**src/lbpc_pkg.sv**
```systemverilog
// Shared constants for the LED blink pattern controller.
// No dependencies; imported by led_blink_pattern_controller.
`timescale 1ns / 1ps

package lbpc_pkg;

   localparam int NUM_LEDS_DEF  = 4;
   localparam int TIME_BITS_DEF = 16;

   localparam int IN_TIME_W  = 16;
   localparam int IDX_W      = 2;
   localparam int MODE_W     = 2;
   localparam int OUT_LEDS   = 4;
   localparam int REQ_DATA_W = 72;
   localparam int RSP_DATA_W = 8;

   localparam logic [IN_TIME_W-1:0] FLOOR_TICKS_RST = 16'd50;

   localparam logic [MODE_W-1:0] MODE_OFF   = 2'd0;
   localparam logic [MODE_W-1:0] MODE_ON    = 2'd1;
   localparam logic [MODE_W-1:0] MODE_BLINK = 2'd2;
   localparam logic [MODE_W-1:0] MODE_BSTOP = 2'd3;

   localparam logic FUNC_TICK = 1'b0;
   localparam logic FUNC_SET  = 1'b1;

endpackage

```
**src/led_blink_pattern_controller.sv**
```systemverilog
// An accepted request waits in the request register and moves into the response
// register once that register is empty or its response is taken. Throughput:
// one request per cycle unless rsp_tready stalls, with the per-LED timer update
// and one 17x16 burst-length multiply between the request and response
// registers. Reset (synchronous, active high) clears all LED state and timers,
// sets the blink floor to 50 and empties both registers. Depends on lbpc_pkg.
`timescale 1ns / 1ps

module led_blink_pattern_controller #(
   parameter int NUM_LEDS  = lbpc_pkg::NUM_LEDS_DEF,
   parameter int TIME_BITS = lbpc_pkg::TIME_BITS_DEF
) (
   input  logic                              clock,
   input  logic                              reset,
   input  logic                              req_tvalid,
   output logic                              req_tready,
   // led_index[1:0], mode[3:2], on_time[19:4], off_time[35:20],
   // cycle_total[51:36], pause_time[67:52], zero pad [71:68]
   input  logic [lbpc_pkg::REQ_DATA_W-1:0]   req_tdata,
   // func[0]
   input  logic [0:0]                        req_tuser,
   output logic                              rsp_tvalid,
   input  logic                              rsp_tready,
   // led_levels[3:0], blink_mask[7:4]
   output logic [lbpc_pkg::RSP_DATA_W-1:0]   rsp_tdata,
   input  logic                              csr_valid,
   output logic                              csr_ready,
   input  logic [lbpc_pkg::IN_TIME_W-1:0]    csr_data
);
   import lbpc_pkg::*;

   localparam int PHASE_BITS = TIME_BITS + 1 + IN_TIME_W;
   localparam int SAT_W      = IN_TIME_W + TIME_BITS;
   localparam logic [SAT_W-1:0] TIME_MAX = SAT_W'((64'd1 << TIME_BITS) - 64'd1);

   function automatic logic [TIME_BITS-1:0] sat_time(input logic [IN_TIME_W-1:0] v);
      logic [SAT_W-1:0] ext;
      ext = SAT_W'(v);
      return (ext > TIME_MAX) ? TIME_BITS'(TIME_MAX) : ext[TIME_BITS-1:0];
   endfunction

   // request register
   logic                  in_valid_ff, in_valid_in;
   logic                  in_func_ff;
   logic [IDX_W-1:0]      in_idx_ff;
   logic [MODE_W-1:0]     in_mode_ff;
   logic [IN_TIME_W-1:0]  in_on_ff, in_off_ff, in_cyc_ff, in_pause_ff;

   // response register
   logic                  rsp_valid_ff, rsp_valid_in;
   logic [OUT_LEDS-1:0]   rsp_levels_ff, rsp_levels_in;
   logic [OUT_LEDS-1:0]   rsp_mask_ff, rsp_mask_in;

   logic [IN_TIME_W-1:0]  floor_ticks_ff;

   // per-LED state
   logic [MODE_W-1:0]     mode_ff [NUM_LEDS];
   logic [MODE_W-1:0]     mode_in [NUM_LEDS];
   logic [NUM_LEDS-1:0]   lit_ff, lit_in;
   logic [NUM_LEDS-1:0]   saved_ff, saved_in;
   logic [NUM_LEDS-1:0]   paused_ff, paused_in;
   logic [NUM_LEDS-1:0]   blink_armed_ff, blink_armed_in;
   logic [NUM_LEDS-1:0]   phase_armed_ff, phase_armed_in;
   logic [TIME_BITS-1:0]  on_ticks_ff [NUM_LEDS];
   logic [TIME_BITS-1:0]  on_ticks_in [NUM_LEDS];
   logic [TIME_BITS-1:0]  off_ticks_ff [NUM_LEDS];
   logic [TIME_BITS-1:0]  off_ticks_in [NUM_LEDS];
   logic [TIME_BITS-1:0]  pause_ticks_ff [NUM_LEDS];
   logic [TIME_BITS-1:0]  pause_ticks_in [NUM_LEDS];
   logic [TIME_BITS-1:0]  blink_rem_ff [NUM_LEDS];
   logic [TIME_BITS-1:0]  blink_rem_in [NUM_LEDS];
   logic [PHASE_BITS-1:0] burst_ff [NUM_LEDS];
   logic [PHASE_BITS-1:0] burst_in [NUM_LEDS];
   logic [PHASE_BITS-1:0] phase_rem_ff [NUM_LEDS];
   logic [PHASE_BITS-1:0] phase_rem_in [NUM_LEDS];

   logic                  advance;
   logic [NUM_LEDS-1:0]   blink_mode_vec;

   // shared command arithmetic
   logic [TIME_BITS-1:0]  cmd_on_s, cmd_off_s, cmd_pz, cmd_mi, cmd_on_c, cmd_off_c;
   logic [TIME_BITS:0]    cmd_sum;
   logic [PHASE_BITS-1:0] cmd_burst;

   assign advance    = in_valid_ff && (!rsp_valid_ff || rsp_tready);
   assign req_tready = !in_valid_ff || advance;
   assign csr_ready  = 1'b1;
   assign rsp_tvalid = rsp_valid_ff;
   assign rsp_tdata  = {rsp_mask_ff, rsp_levels_ff};

   always_comb begin
      in_valid_in  = req_tready ? req_tvalid : in_valid_ff;
      rsp_valid_in = advance ? 1'b1 : (rsp_tready ? 1'b0 : rsp_valid_ff);
   end

   always_comb begin
      cmd_on_s  = sat_time(in_on_ff);
      cmd_off_s = sat_time(in_off_ff);
      cmd_pz    = sat_time(in_pause_ff);
      cmd_mi    = sat_time(floor_ticks_ff);
      cmd_on_c  = (cmd_on_s < cmd_mi) ? cmd_mi : cmd_on_s;
      cmd_off_c = (cmd_off_s < cmd_mi) ? cmd_mi : cmd_off_s;
      cmd_sum   = {1'b0, cmd_on_c} + {1'b0, cmd_off_c};
      cmd_burst = PHASE_BITS'(cmd_sum) * PHASE_BITS'(in_cyc_ff);
   end

   always_comb begin
      logic bf;
      logic pf;
      logic [TIME_BITS-1:0] t;
      lit_in         = lit_ff;
      saved_in       = saved_ff;
      paused_in      = paused_ff;
      blink_armed_in = blink_armed_ff;
      phase_armed_in = phase_armed_ff;
      bf             = 1'b0;
      pf             = 1'b0;
      t              = '0;
      for (int i = 0; i < NUM_LEDS; i++) begin
         mode_in[i]        = mode_ff[i];
         on_ticks_in[i]    = on_ticks_ff[i];
         off_ticks_in[i]   = off_ticks_ff[i];
         pause_ticks_in[i] = pause_ticks_ff[i];
         blink_rem_in[i]   = blink_rem_ff[i];
         burst_in[i]       = burst_ff[i];
         phase_rem_in[i]   = phase_rem_ff[i];
         if (advance && in_func_ff == FUNC_TICK) begin
            bf = 1'b0;
            pf = 1'b0;
            if (blink_armed_ff[i]) begin
               if (blink_rem_ff[i] <= TIME_BITS'(1)) begin
                  blink_rem_in[i]   = '0;
                  bf                = 1'b1;
                  blink_armed_in[i] = 1'b0;
               end else begin
                  blink_rem_in[i] = blink_rem_ff[i] - TIME_BITS'(1);
               end
            end
            if (phase_armed_ff[i]) begin
               if (phase_rem_ff[i] <= PHASE_BITS'(1)) begin
                  phase_rem_in[i] = '0;
                  pf              = 1'b1;
               end else begin
                  phase_rem_in[i] = phase_rem_ff[i] - PHASE_BITS'(1);
               end
            end
            if (pf) begin
               phase_armed_in[i] = 1'b0;
               if (mode_ff[i] == MODE_BLINK) begin
                  blink_armed_in[i] = 1'b0;
                  bf                = 1'b0;
                  lit_in[i]         = saved_ff[i];
               end else if (mode_ff[i] == MODE_BSTOP) begin
                  paused_in[i] = !paused_ff[i];
                  bf           = 1'b0;
                  if (!paused_ff[i]) begin
                     blink_armed_in[i] = 1'b0;
                     lit_in[i]         = saved_ff[i];
                     phase_armed_in[i] = 1'b1;
                     phase_rem_in[i]   = PHASE_BITS'(pause_ticks_ff[i]);
                  end else begin
                     phase_armed_in[i] = 1'b1;
                     phase_rem_in[i]   = burst_ff[i];
                     blink_armed_in[i] = 1'b1;
                     blink_rem_in[i]   = '0;
                  end
               end
            end
            if (bf) begin
               unique case (mode_ff[i])
                  MODE_ON: begin
                     if (on_ticks_ff[i] != '0) lit_in[i] = 1'b0;
                  end
                  MODE_OFF: begin
                     if (off_ticks_ff[i] != '0) lit_in[i] = 1'b1;
                  end
                  default: begin
                     lit_in[i]         = !lit_ff[i];
                     blink_armed_in[i] = 1'b1;
                     blink_rem_in[i]   = lit_ff[i] ? off_ticks_ff[i] : on_ticks_ff[i];
                  end
               endcase
            end
         end else if (advance && int'(in_idx_ff) == i) begin
            priority if (in_mode_ff == MODE_OFF || in_mode_ff == MODE_ON) begin
               t                 = (in_mode_ff == MODE_OFF) ? cmd_off_s : cmd_on_s;
               phase_armed_in[i] = 1'b0;
               if (t != '0) begin
                  if (in_mode_ff == MODE_OFF) off_ticks_in[i] = t;
                  else on_ticks_in[i] = t;
                  blink_armed_in[i] = 1'b1;
                  blink_rem_in[i]   = t;
               end else begin
                  blink_armed_in[i] = 1'b0;
               end
               mode_in[i] = in_mode_ff;
               lit_in[i]  = (in_mode_ff == MODE_ON);
            end else if (in_mode_ff == MODE_BSTOP && (in_cyc_ff == '0 || cmd_pz == '0)) begin
               phase_armed_in[i] = 1'b0;
            end else begin
               mode_in[i]      = in_mode_ff;
               saved_in[i]     = lit_ff[i];
               on_ticks_in[i]  = cmd_on_c;
               off_ticks_in[i] = cmd_off_c;
               burst_in[i]     = cmd_burst;
               if (in_mode_ff == MODE_BLINK) begin
                  pause_ticks_in[i] = '0;
                  phase_armed_in[i] = (in_cyc_ff != '0);
               end else begin
                  pause_ticks_in[i] = cmd_pz;
                  paused_in[i]      = 1'b0;
                  phase_armed_in[i] = 1'b1;
               end
               phase_rem_in[i]   = cmd_burst;
               blink_armed_in[i] = 1'b1;
               blink_rem_in[i]   = '0;
            end
         end
      end
      rsp_levels_in = advance ? OUT_LEDS'(lit_in) : rsp_levels_ff;
      rsp_mask_in   = advance ? OUT_LEDS'(blink_armed_in) : rsp_mask_ff;
   end

   always_ff @(posedge clock) begin
      if (req_tready) begin
         in_func_ff  <= req_tuser[0];
         in_idx_ff   <= req_tdata[1:0];
         in_mode_ff  <= req_tdata[3:2];
         in_on_ff    <= req_tdata[19:4];
         in_off_ff   <= req_tdata[35:20];
         in_cyc_ff   <= req_tdata[51:36];
         in_pause_ff <= req_tdata[67:52];
      end
      rsp_levels_ff <= rsp_levels_in;
      rsp_mask_ff   <= rsp_mask_in;
   end

   always_ff @(posedge clock) begin
      if (reset) begin
         in_valid_ff     <= 1'b0;
         rsp_valid_ff    <= 1'b0;
         floor_ticks_ff  <= FLOOR_TICKS_RST;
         lit_ff          <= '0;
         saved_ff        <= '0;
         paused_ff       <= '0;
         blink_armed_ff  <= '0;
         phase_armed_ff  <= '0;
         for (int i = 0; i < NUM_LEDS; i++) begin
            mode_ff[i]        <= MODE_OFF;
            on_ticks_ff[i]    <= '0;
            off_ticks_ff[i]   <= '0;
            pause_ticks_ff[i] <= '0;
            blink_rem_ff[i]   <= '0;
            burst_ff[i]       <= '0;
            phase_rem_ff[i]   <= '0;
         end
      end else begin
         in_valid_ff    <= in_valid_in;
         rsp_valid_ff   <= rsp_valid_in;
         if (csr_valid && csr_ready) floor_ticks_ff <= csr_data;
         lit_ff         <= lit_in;
         saved_ff       <= saved_in;
         paused_ff      <= paused_in;
         blink_armed_ff <= blink_armed_in;
         phase_armed_ff <= phase_armed_in;
         for (int i = 0; i < NUM_LEDS; i++) begin
            mode_ff[i]        <= mode_in[i];
            on_ticks_ff[i]    <= on_ticks_in[i];
            off_ticks_ff[i]   <= off_ticks_in[i];
            pause_ticks_ff[i] <= pause_ticks_in[i];
            blink_rem_ff[i]   <= blink_rem_in[i];
            burst_ff[i]       <= burst_in[i];
            phase_rem_ff[i]   <= phase_rem_in[i];
         end
      end
   end

   always_comb begin
      for (int i = 0; i < NUM_LEDS; i++) begin
         blink_mode_vec[i] = mode_ff[i][1];
      end
   end

`ifndef SYNTHESIS
   a_stall_blocks_req: assert property (@(posedge clock) disable iff (reset)
      (in_valid_ff && rsp_valid_ff && !rsp_tready) |-> !req_tready)
      else $error("request taken while the request register is stalled");

   a_advance_gives_rsp: assert property (@(posedge clock) disable iff (reset)
      advance |=> rsp_tvalid)
      else $error("processed request produced no response");

   a_phase_only_blink: assert property (@(posedge clock) disable iff (reset)
      (phase_armed_ff & ~blink_mode_vec) == '0)
      else $error("phase timer armed outside the blink modes");

   a_unused_leds_dark: assert property (@(posedge clock) disable iff (reset)
      rsp_tvalid |-> ((rsp_tdata[3:0] | rsp_tdata[7:4]) >> NUM_LEDS) == '0)
      else $error("response shows a LED that does not exist");
`endif

endmodule

```
**config.mk**
```make
export PLATFORM = sky130hd
export DESIGN_NAME = led_blink_pattern_controller
export DESIGN_NICKNAME = d
export VERILOG_FILES = /design/src/lbpc_pkg.sv /design/src/led_blink_pattern_controller.sv
export SDC_FILE = /design/constraint.sdc
export NUM_CORES = 2
export LEC_CHECK = 0
export BUFFER_PORTS_ARGS = -buffer_cell sky130_fd_sc_hd__buf_4
export CORE_MARGIN = 2
export CORE_UTILIZATION = 43
export CTS_BUF_LIST = sky130_fd_sc_hd__clkbuf_16
export CTS_CLUSTER_DIAMETER = 40
export CTS_CLUSTER_SIZE = 28
export DETAILED_ROUTE_END_ITERATION = 10
export GPL_TIMING_DRIVEN = 0
export SLEW_MARGIN = 40
export SYNTH_ARGS = -nofsm -noshare
export SYNTH_HDL_FRONTEND = slang
export SYNTH_SLANG_ARGS = --single-unit
```
**constraint.sdc**
```tcl
create_clock -name clock -period 15.4 [get_ports clock]
set_clock_uncertainty 0.2 [all_clocks]
set_input_delay 2.31 -clock clock [delete_from_list [all_inputs] [get_ports clock]]
set_output_delay 2.31 -clock clock [all_outputs]
set_load 0.005 [all_outputs]
```
==> flow_summary.toml <==
[worst_setup_path]
path_buf_inv = 7
critPathSlowestCell = "mux2i_2"
cp.arrival_ns = 13.74
critPathLaunchType = "flip-flop"
cpMostUsedCell = "fa_1"
path_max_fanout = 10
critical-path-max-stage-delay_ns = 0.87
cp.required_ns = 15.73
path_class = "flip-flop to flip-flop"
cpLargestDelayFamily = "compound AO/OA/AOI/OAI gates"
cp-end-kind = "flip-flop"

[die]
fp.dieW_um = 319
die_h_um = 319
rows = 115
io_pins = 105
start_util_pct = 43.4
core_mm2 = 0.0984
die_area_mm2 = 0.102

[clock_network]
clock_path_buffers = 3
htreeDepth = 3
clockRootBuffer = "clkbuf_16"
cts.sinks = 643
clock_latency_ns = 0.74
ctsHoldBuffers = 0
cts-resized-gates = 0
path_clk_slew_ns = 0.06
postCtsSetupBuffers = 0
cts_tree = "built"
numCtsBuffers = 112

[logic_synthesis]
syn-num-nets = 5633
synth.avg_cell_area_um2 = 8.27
ys_seq_area_share_pct = 32.0
synthDistinctLibCells = 97
synth_edf_count = 77
ys.flop_type = "dfxtp_1"
ys_seq_elements = 643
synthCells = 5163
yosysWarningCount = 0
postSynth.asyncResetShare_pct = 0
syn_area_mm2 = 0.0427

[sta]
min_period_ns = 13.40
rsz0062_at_grt = "no"
timing.fmax_mhz = 74.6
finalSetupViolCount = 0
final-hold-violation-count = 0
fin_tns_setup_ns = 0
relSlewSlack_pct = 33.8
tightest_slew_ns = 0.983
worst_hold_slack_ns = 0.252
fin_ws_ns = 2.00
finalCritPeriodShare_pct = 87.0
maxSlewViolCount = 0

[detailed_routing]
drt-pass1-iter-count = 8
vias_per_cell = 6.14
vias = 41600
drc_errors = 0
drt-wirelength-per-cell_um = 26.5
antenna_left = 0
drt_wl_total_um = 180000
drt-initial-drc-count = 4991

[layout]
nets = 5853
syn_to_final_growth_pct = 16.2
multi_input_area_mm2 = 0.0271
fillCellCount = 9645
drive_gt1_share_pct = 9.36
seq_area_mm2 = 0.0136

[grt]
grt_max_degree = 36
met1_usage_pct = 46.2
grt-busiest-layer = "met2"
gr-usage-met2_pct = 51.7
grt-ovfl-total = 0
antenna_found_initial = 10
grt_pass1_vias = 39200
grtUsageTotal_pct = 34.5
grt_pass1_wl_um = 262000
met3_usage_pct = 9.21

[flow_run]
cap_violations = 0

[placed_design]
gp_congestion = 1.03
numPortBuffers = 97
hpwl_um = 139000
pre_cts_ws_ns = 2.07

[min_path]
hp-class = "flip-flop to flip-flop"

[outcome]
outcome = "finished clean"
-- cell families (layout without fill, tap and decap cells) --
group | count (synthesis) | after routing | synth area share (%)
AO/OA/AOI/OAI | 1333 | 1333 | 19.1
XOR/XNOR | 131 | 131 | 2.69
adder cells (fa/ha/maj) | 376 | 376 | 14.7
buffers and inverters | 640 | 955 | 5.74
flip-flops | 643 | 643 | 32.0
multiplexers | 212 | 212 | 5.09
other | 1 | 6 | 0.00879
AND/OR/NAND/NOR | 1827 | 1827 | 20.7
-- worst min-delay path: stages, from the launching register on --
cell and delay, ns:
dfxtp_1 0.30, nand2_1 0.05, a21oi_1 0.05
-- layout by cell type (no fill, tap or decap), types with 19 or more instances in the layout --
master	instances
mux2_2	40
buf_1	19
nor3_1	121
o21ai_1	27
xor2_1	53
a31oi_1	25
a311oi_1	21
xnor2_2	19
o21ai_0	261
and2_1	204
mux2i_1	156
o22ai_1	57
nand2b_1	27
a21o_1	84
nand2_1	531
and3_1	19
nor4_1	92
xnor2_1	56
clkbuf_2	35
dfxtp_1	566
nor3b_1	52
fa_1	209
ha_1	167
clkbuf_1	257
a221oi_1	31
inv_6	20
nand4_1	36
nand3_1	78
a211oi_1	114
nor2_1	509
clkbuf_16	116
buf_4	102
nor2b_1	27
or3_1	45
o32ai_1	21
a21oi_1	500
edfxtp_1	77
inv_1	318
-- per-stage QoR --
stage / util [%] / instance area, µm² / cells
2_1_floorplan: - / 42700 / 5163
3_3_place_gp: 45.7 / 45000 / 6547
3_5_place_dp: 46.3 / 45600 / 6553
4_1_cts: 50.3 / 49500 / 6762
5_1_grt: 50.4 / 49600 / 6765
6_report: 50.4 / 49600 / 6770
-- registers in the layout, indices dropped and copies added, names as in the netlist, 64 cells and up --
signal and flops:
blink_rem_ff 64, off_ticks_ff 64, on_ticks_ff 64, pause_ticks_ff 64
phase_rem_ff 132, burst_ff 132
-- final cells by class --
| cell class | instances | share of cell area [%] |
|---|---|---|
| multi-input cells | 3880 | 54.7 |
| flip-flops and latches | 643 | 27.5 |
| clock buffers | 116 | 5.85 |
| well taps | 1287 | 3.25 |
| plain buffers | 331 | 2.69 |
| inverters | 309 | 2.34 |
| clock inverters | 93 | 2.00 |
| repair buffers | 106 | 1.69 |
| diodes | 5 | 0.0252 |
-- worst paths after layout --
path,slack (ns),depth (start not counted),end,startpoint
worst max-delay path,2.00,37,phase_rem_ff[0][32],cmd_on_s[9]
worst max register to register,2.00,37,phase_rem_ff[0][32],cmd_on_s[9]
worst min-delay path,0.25,2,phase_rem_ff[2][5],phase_rem_ff[2][5]
worst min register to register,0.25,2,phase_rem_ff[2][5],phase_rem_ff[2][5]
-- synthesized netlist by cell type, drive strengths merged, types with 7 or more instances --
cell type,instances,area share (%)
a32o,7,0.16
a22oi,15,0.26
dfxtp,566,27
inv,309,2.7
ha,167,4.9
xnor2,75,1.5
nand2b,27,0.40
clkbuf,290,2.6
nor3b,55,1.0
a211oi,118,2.1
o221ai,14,0.30
a31oi,42,0.63
a221oi,32,0.67
mux2i,172,4.0
and3,19,0.28
a21o,84,1.5
xor2,56,1.1
nor2b,27,0.40
fa,209,9.8
or3,46,0.69
edfxtp,77,5.4
nand3,78,0.91
nand2,532,4.7
nor3,124,1.5
and2,206,3.0
or4,16,0.29
o21bai,7,0.12
mux2,40,1.1
o22ai,57,0.84
nor4,101,1.6
nor2,512,4.5
buf,41,0.47
or2,10,0.15
o32ai,21,0.43
a21oi,505,5.9
o21ai,292,3.4
nand4,37,0.58
o21a,13,0.23
a311oi,23,0.47
o311ai,7,0.14
o31ai,20,0.35
nand3b,15,0.26
o211ai,17,0.31
-- routing by layer --
layer  vias up  wire length (µm)
li1      18600                 -
met1     20100             73500
met2      2296             76600
met3       484             20200
met4        10              9130
met5         -               193
Power is left out: the tool's default activity adds up to more than one toggle a clock period on the data nets, which glitch-free logic cannot reach.
